### config.mk
export PLATFORM = sky130hd
export DESIGN_NAME = tccw_ctrl
export DESIGN_NICKNAME = d
export VERILOG_FILES = /design/src/hdl/tccw_pkg.sv /design/src/hdl/tccw_ctrl.sv
export SDC_FILE = /design/constraint.sdc
export NUM_CORES = 1
export LEC_CHECK = 0
export BUFFER_PORTS_ARGS = -buffer_cell sky130_fd_sc_hd__buf_2
export CAP_MARGIN = 5
export CORE_AREA = 2 2 39 41
export DETAILED_ROUTE_END_ITERATION = 6
export DIE_AREA = 0 0 41 43
export GPL_TIMING_DRIVEN = 0
export PLACE_DENSITY_LB_ADDON = 0.12
export SETUP_SLACK_MARGIN = 0.05
export SLEW_MARGIN = 10
export SYNTH_ARGS = -nofsm -noshare
export SYNTH_HDL_FRONTEND = slang
export SYNTH_SLANG_ARGS = --single-unit
### constraint.sdc
create_clock -name clk_i -period 1.15 [get_ports clk_i]
set_input_delay 0.23 -clock clk_i [delete_from_list [all_inputs] [get_ports clk_i]]
set_output_delay 0.23 -clock clk_i [all_outputs]
set_load 0.01 [all_outputs]
### src/hdl/tccw_pkg.sv
// shared types, constants and helpers for the text console character writer
// no dependencies
`timescale 1ns / 1ps

package tccw_pkg;

  localparam int COLUMNS = 80;
  localparam int ROWS    = 25;
  localparam int CELLS   = COLUMNS * ROWS;

  localparam int COL_W  = $clog2(COLUMNS);
  localparam int ROW_W  = $clog2(ROWS);
  localparam int CELL_W = $clog2(CELLS);

  localparam int CHAR_W    = 8;
  localparam int ATTR_W    = 8;
  localparam int COLUMN_FW = 7;
  localparam int ROW_FW    = 5;
  localparam int CURSOR_FW = 11;
  localparam int CELL_DW   = CHAR_W + ATTR_W;

  localparam int IN_TDATA_W  = 24;
  localparam int OUT_FIELDS_W = CHAR_W + CURSOR_FW + CHAR_W + ATTR_W;
  localparam int OUT_TDATA_W = ((OUT_FIELDS_W + 7) / 8) * 8;

  localparam logic [CHAR_W-1:0] CH_BACKSPACE = 8'h08;
  localparam logic [CHAR_W-1:0] CH_NEWLINE   = 8'h0A;
  localparam logic [CHAR_W-1:0] CH_RETURN    = 8'h0D;
  localparam logic [CHAR_W-1:0] BLANK_CHAR   = 8'h20;
  localparam logic [ATTR_W-1:0] RESET_ATTR   = 8'h07;

  typedef enum logic [2:0] {
    ST_CLEAR,
    ST_IDLE,
    ST_EXEC,
    ST_COPY,
    ST_BLANK,
    ST_EMIT
  } state_e;

  typedef enum logic [1:0] {
    WD_INIT,
    WD_BLANK,
    WD_CHAR,
    WD_COPY
  } wdata_sel_e;

  typedef enum logic [1:0] {
    WA_CNT,
    WA_CNT_PREV,
    WA_TARGET
  } waddr_sel_e;

  typedef enum logic {
    RA_AHEAD,
    RA_TARGET
  } raddr_sel_e;

  typedef enum logic [1:0] {
    KIND_CHAR,
    KIND_BS,
    KIND_NL,
    KIND_READ
  } kind_e;

  typedef struct packed {
    logic       req_load;
    logic       cnt_clear;
    logic       cnt_inc;
    logic       mem_we;
    wdata_sel_e wd_sel;
    waddr_sel_e wa_sel;
    logic       mem_re;
    raddr_sel_e ra_sel;
    logic       cursor_upd;
    logic       out_load;
    logic       res_clear;
    logic       res_inc;
  } cmd_t;

  typedef struct packed {
    kind_e kind;
    logic  scroll_need;
    logic  cnt_zero;
    logic  copy_end;
    logic  cnt_end;
    logic  out_free;
    logic  res_last;
  } status_t;

  typedef struct packed {
    logic [ATTR_W-1:0]    cell_attr;
    logic [CHAR_W-1:0]    cell_char;
    logic [CURSOR_FW-1:0] cursor_cell;
    logic [CHAR_W-1:0]    serial_byte;
  } result_t;

  function automatic logic [CELL_W-1:0] cell_of(logic [ROW_W-1:0] r, logic [COL_W-1:0] c);
    return CELL_W'(r) * CELL_W'(COLUMNS) + CELL_W'(c);
  endfunction

endpackage

### src/hdl/tccw_ctrl.sv
// controller state machine: clearing pass, request sequencing, scroll walk, result emission
// depends on tccw_pkg
`timescale 1ns / 1ps

module tccw_ctrl (
  input  logic             clk_i,
  input  logic             rst_ni,
  input  logic             s_axis_tvalid,
  output logic             s_axis_tready,
  input  tccw_pkg::status_t sts_i,
  output tccw_pkg::cmd_t    cmd_o
);
  import tccw_pkg::*;

  state_e state_q, state_d;

  always_ff @(posedge clk_i or negedge rst_ni) begin
    if (!rst_ni) begin
      state_q <= ST_CLEAR;
    end else begin
      state_q <= state_d;
    end
  end

  always_comb begin
    state_d = state_q;
    case (state_q)
      ST_CLEAR: begin
        if (sts_i.cnt_end) state_d = ST_IDLE;
      end
      ST_IDLE: begin
        if (s_axis_tvalid) state_d = ST_EXEC;
      end
      ST_EXEC: begin
        if (sts_i.kind != KIND_READ && sts_i.scroll_need) state_d = ST_COPY;
        else state_d = ST_EMIT;
      end
      ST_COPY: begin
        if (sts_i.copy_end) state_d = ST_BLANK;
      end
      ST_BLANK: begin
        if (sts_i.cnt_end) state_d = ST_EMIT;
      end
      ST_EMIT: begin
        if (sts_i.out_free && sts_i.res_last) state_d = ST_IDLE;
      end
      default: state_d = ST_CLEAR;
    endcase
  end

  always_comb begin
    cmd_o         = '0;
    s_axis_tready = 1'b0;
    case (state_q)
      ST_CLEAR: begin
        cmd_o.mem_we = 1'b1;
        cmd_o.wd_sel = WD_INIT;
        cmd_o.wa_sel = WA_CNT;
        if (sts_i.cnt_end) cmd_o.cnt_clear = 1'b1;
        else cmd_o.cnt_inc = 1'b1;
      end
      ST_IDLE: begin
        s_axis_tready  = 1'b1;
        cmd_o.req_load = s_axis_tvalid;
      end
      ST_EXEC: begin
        cmd_o.wa_sel = WA_TARGET;
        cmd_o.ra_sel = RA_TARGET;
        case (sts_i.kind)
          KIND_READ: cmd_o.mem_re = 1'b1;
          KIND_BS: begin
            cmd_o.mem_we     = 1'b1;
            cmd_o.wd_sel     = WD_BLANK;
            cmd_o.cursor_upd = 1'b1;
          end
          KIND_NL: cmd_o.cursor_upd = 1'b1;
          KIND_CHAR: begin
            cmd_o.mem_we     = 1'b1;
            cmd_o.wd_sel     = WD_CHAR;
            cmd_o.cursor_upd = 1'b1;
          end
          default: cmd_o.cursor_upd = 1'b0;
        endcase
      end
      ST_COPY: begin
        cmd_o.wd_sel = WD_COPY;
        cmd_o.wa_sel = WA_CNT_PREV;
        cmd_o.ra_sel = RA_AHEAD;
        if (sts_i.copy_end) begin
          cmd_o.mem_we = 1'b1;
        end else begin
          cmd_o.mem_we  = !sts_i.cnt_zero;
          cmd_o.mem_re  = 1'b1;
          cmd_o.cnt_inc = 1'b1;
        end
      end
      ST_BLANK: begin
        cmd_o.mem_we = 1'b1;
        cmd_o.wd_sel = WD_BLANK;
        cmd_o.wa_sel = WA_CNT;
        if (sts_i.cnt_end) cmd_o.cnt_clear = 1'b1;
        else cmd_o.cnt_inc = 1'b1;
      end
      ST_EMIT: begin
        if (sts_i.out_free) begin
          cmd_o.out_load = 1'b1;
          if (sts_i.res_last) cmd_o.res_clear = 1'b1;
          else cmd_o.res_inc = 1'b1;
        end
      end
      default: cmd_o = '0;
    endcase
  end

endmodule

* After elaboration in Yosys (flattened, before gate mapping)
Index checks and enable logic that the tools add are counted.
** Storage, ports and cells
- Word-level logic and storage cells :: 48
- Register bits after elaboration :: 3
- Output and inout bits :: 15
- Input port bits :: 11
** Cells by class
- Multiplexer cells :: 25
- Equal/unequal tests :: 14
- Reduce and logical (&&, ||, !) cells :: 8
** Operators with widths (count)
- 3-bit two-way mux :: 8
- 5-bit case mux with 4 select lines :: 1
- 3-bit case mux with 6 select lines :: 1
- 1-bit two-way mux :: 12
- 2-bit != test (second input constant) :: 6
- 3-bit by 2-bit equality test with 1-bit output (second input constant) :: 2
- 3-bit equality test (second input constant) :: 2
- 3-bit case mux with 2 select lines :: 1
- 5-bit AND reduction :: 1
- 2-bit equality test (second input constant) :: 2
- 2-bit case mux with 2 select lines :: 1
- 3-bit by 1-bit equality test with 1-bit output (second input constant) :: 1
- 3-bit zero test :: 1
- 3-bit OR reduction :: 1
- 2-bit by 1-bit equality test with 1-bit output (second input constant) :: 1
- 1-bit logical AND :: 2
- 2-bit zero test :: 1
- 1-bit case mux with 2 select lines :: 1
- 2-bit OR reduction :: 1
- 1-bit zero test :: 1

* Logic depth before layout (Yosys ltp)
- Depth in word-level cells :: 4
- Mapped depth :: 5
- Depth with buffers taken out :: 3

* Worst setup path after synthesis
Ideal clock, no wire load.
- Path type :: register -> output
- Start point :: register state_q[2]
- End point :: output port cmd_o[3] (netlist bit)
- Arrival :: 1.040 ns
- Cell stages (with the launch flop) :: 5
- Setup slack :: -0.120 ns
- Buffers on the path :: 1
- Data required time :: 0.920 ns
- Cells stage by stage :: dfrtp_1 -> buf_4 -> nand2b_4 -> nor2_1 -> and2_1
** RTL lines
- start, declared :: line tccw_ctrl.sv:15 : state_e state_q, state_d;
- start signal, assigned :: line tccw_ctrl.sv:21 : state_q <= state_d;
- end, declared :: line tccw_ctrl.sv:11 : output tccw_pkg::cmd_t cmd_o

==> results.txt <==
Detailed placement ended at an HPWL of 734 um. TritonCTS built the clock tree. Net switching is 39.3% of the power. The setup-violating endpoint count in the final report was 15. The run finished, with violations left. The most used flip-flop cell after synthesis is sky130_fd_sc_hd__dfrtp_1. The die covers 0.00176 mm2. Register containing the most flip-flops in the final layout: state_q.

The fraction of synthesis flops using an asynchronous set or reset pin is 100%. For the worst-skew pair, the clock arrives at the later sink with an insertion delay of 0.23 ns. Measured along the x axis, the die boundary spans 41 um. The path class of the tightest hold or removal check is input port to flip-flop.

The cell at the slowest stage of the critical path was sky130_fd_sc_hd__dfrtp_1. The worst setup path is launched from a flip-flop. Fill cells in the final layout number 125. During synthesis, Yosys emitted a total of 0 warnings. The number of pins with negative max-slew slack in the final report was 0; the deepest level of the CTS H-tree was 1. Per report_power, the clock group accounts for 8.9% of the total. The tools report the number of sinks driven by the clock tree as 3.

Summing the sequential cell areas from Yosys gives 20.5% of the chip area. Slew at the pin with the worst max-slew slack: 0.186 ns. The number of synthesized flops with an enable pin is 0, and the final clock skew is 0.00248 ns. Synthesis instantiated 26 different standard cells from the library. IR analysis of the VDD net gives a maximum drop of 1.24 mV. From bottom edge to top edge, the die measures 43 um. The overall overflow remaining after global route was 0; the placeable core region was 0.00138 mm2.

Cell taking the most area after synthesis: sky130_fd_sc_hd__dfrtp_1. The critical path is of the flip-flop to primary output type. At the end of routability-driven placement, the weighted congestion stood at 0.675.

For the final antenna-violating net count, the log shows 0. A synthesized cell averages 7.94 um2. Global routing consumed, over all layers together, 14.7% of the routing resources. The minimum setup slack in the final design was -0.371 ns. In this run the number of cells on the critical path is 4. When the netlist entered floorplanning its net count stood at 57. The switching power came out at 0.822 mW.

The worst setup path is captured at a primary output. The power density relative to cell area is 2620 mW/mm2. Setup repair after global routing could not meet its margin everywhere. The count of state elements after synthesis came out at 3.

For the post-route worst hold slack, the log shows 0.301 ns. In this run the static leakage power is 0.412 nW. The post-route netlist has 74.7% of its cells at a drive strength greater than 1.

The initial antenna violation count is 0, and the share of Yosys cell area claimed by the top area cell type is 20.5%. The routed wirelength normalized by instance count is 11.6 um, and the number of vias per cell after detailed routing is 4.76. After synthesis the cells add up to 365 um2. Combinational cells account for 82.5% of the total power. At the worst endpoint, the arrival time is 1.29 ns. The number of antenna diodes in the final layout is 0. Number of vias in the routed layout: 509. The cell type group with the largest total delay on the critical path is buffers and inverters.

The worst register-to-register path has a depth of 4. In this run, the number of DRC markers left after iteration 0 of detailed routing was 5. The cell that appears most often on the critical path is sky130_fd_sc_hd__buf_6. Buffers inserted during clock tree synthesis total 3. The run gives 87 as the instance count after placement with tap cells included.

The pre-antenna-repair detailed-routing pass consisted of 3 iterations. The layout-stage area growth over the synthesis result was 119%; the maximum single-stage delay on the critical path was 0.38 ns. The internal power of the cells totals 1.27 mW.

The count of final hold-check violations came out at 0. The register with the most flip-flops in the layout has 3 of them. The number of remaining DRC errors was 0; the starting density of the core was 26.4%. The signal on the critical path passes through buf_6 > buf_6 > a211o_1 > buf_2. Post-route minimum period: 1.52 ns.

The final standard cell count with taps included and fillers excluded is 107. The checks that failed: negative setup slack. The worst reg-to-reg setup slack is 0.02 ns. The final cycle utilization of the critical path is 132%, and the worst hold path stage count is 3. Entering global routing, the biggest net connects 9 pins. The run gives 1240 um as the final wirelength. Derived from the worst setup path, the maximum achievable clock frequency is 657 MHz. Headroom to the max-slew limit came out at 87.6%.

The first global-routing pass estimated 1820 um of wire. The tools report the endpoint required time on the critical path as 0.92 ns. The tree is rooted in a sky130_fd_sc_hd__clkbuf_4. Synthesis produced 46 cells. For the via count of the first global-routing pass, the log shows 462. The count of buffers from port buffering came out at 25. The largest registers in the layout are state_q x3.

In the post-synthesis netlist, the biggest area contributors are sky130_fd_sc_hd__dfrtp_1 21%, sky130_fd_sc_hd__and2_1 6.8%, sky130_fd_sc_hd__nand3b_4 5.5%, sky130_fd_sc_hd__nand2_1 5.1%, sky130_fd_sc_hd__nor2_1 5.1%. Along the worst path, the maximum fanout reaches 6. Counting along the longest clock path gives a buffer depth of 2. The portion of total power attributed to sequential cells is 8.6%, and the number of nets in the layout is 103. Cells fill 57.8% of the core in the end. Count of maximum capacitance violations: 0.

The floorplan has 14 rows. The top-level port count came out at 26. Clock-pin slew was measured on the worst setup and hold paths at 0.04 ns.

Together, buffers and inverters on the worst path number 3.
==> routing by layer <==
layer,track usage (%),part of all wire (%),vias to the layer above
met4,8.00,0,0
met3,0,5.7,0
met5,0,0,-
met2,24.1,55,17
met1,18.5,40,241
li1,-,-,251
==> through the flow <==
stage	setup TNS, ns	setup slack [ns]	power (mW)	cell area, um2
after floorplan	-0.0515	-0.0286	0.974	402
after global placement	-0.820	-0.126	1.26	547
after detailed placement	-0.832	-0.131	1.26	547
after CTS	-4.62	-0.371	1.78	697
after global routing	-5.60	-0.435	2.24	800
final	-4.78	-0.371	2.09	800
==> worst paths after layout <==
check | endpoint | from
max in group asynchronous | state_q[0] | rst_ni
setup / recovery | cmd_o[10] | state_q[0]
setup reg to reg | state_q[2] | state_q[0]
hold / removal | state_q[1] | sts_i[5]
hold reg to reg | state_q[0] | state_q[1]
min in group asynchronous | state_q[2] | rst_ni
==> cell type report <==
cell class	instances	area, um2	share of cell area [%]
plain buffers	4	45.0	5.63
clock buffers	4	26.3	3.29
inverters	2	7.51	0.939
multi-input cells	37	318	39.7
flip-flops and latches	3	75.1	9.39
well taps	16	20.0	2.50
repair buffers	41	308	38.5
==> power groups by stage <==
stage / clock, mW / sequential [mW] / combinational, mW
after floorplan: 0 / 0.175 / 0.799
after global placement: 0 / 0.175 / 1.09
after detailed placement: 0 / 0.177 / 1.08
after CTS: 0.190 / 0.181 / 1.41
after global routing: 0.195 / 0.187 / 1.86
final: 0.187 / 0.180 / 1.73
==> timing repair <==
action,CTS,global route
buffers inserted,8,6
setup endpoints to repair,15,18
gates cloned,1,0
pin swaps,5,4
hold buffers,1,0
gates resized for setup,12,15
endpoints found under the hold margin,3,0
==> cell usage in the layout, fill, tap and decap left out, types with 2 or more instances in the layout <==
master / instances
sky130_fd_sc_hd__buf_2: 19
sky130_fd_sc_hd__buf_6: 16
sky130_fd_sc_hd__buf_4: 9
sky130_fd_sc_hd__nand2_1: 5
sky130_fd_sc_hd__and2_4: 4
sky130_fd_sc_hd__clkbuf_4: 3
sky130_fd_sc_hd__dfrtp_1: 3
sky130_fd_sc_hd__nor2_4: 2
sky130_fd_sc_hd__o21a_1: 2
sky130_fd_sc_hd__nor2_2: 2
sky130_fd_sc_hd__inv_1: 2
sky130_fd_sc_hd__a21oi_2: 2
sky130_fd_sc_hd__nor3_2: 2
==> cells by family (layout without fill, tap and decap cells) <==
kind of cell           Yosys count  after routing  synth area share (%)
AOI/OAI and AO/OA               12             12                  23.6
buffers and inverters            6             51                  10.6
and+or+nand+nor                 25             25                  45.2
DFF                              3              3                  20.5
==> synth_stat cells (2+ instances only) <==
library cell and number:
sky130_fd_sc_hd__a21oi_1 2, sky130_fd_sc_hd__and2b_1 2, sky130_fd_sc_hd__inv_1 2, sky130_fd_sc_hd__nand2_1 5
sky130_fd_sc_hd__dfrtp_1 3, sky130_fd_sc_hd__nor2_1 5, sky130_fd_sc_hd__and2_1 4, sky130_fd_sc_hd__buf_4 2
sky130_fd_sc_hd__nor3_1 2, sky130_fd_sc_hd__o21a_1 2, sky130_fd_sc_hd__o21ai_0 2
==> worst reg2reg max path: stages, from the launching register on <==
cell and delay, ns:
sky130_fd_sc_hd__dfrtp_1 0.38, sky130_fd_sc_hd__buf_4 0.14, sky130_fd_sc_hd__buf_6 0.12, sky130_fd_sc_hd__nand3b_4 0.15, sky130_fd_sc_hd__a32o_1 0.22
Note: power is estimated with default switching activity, not from simulation.
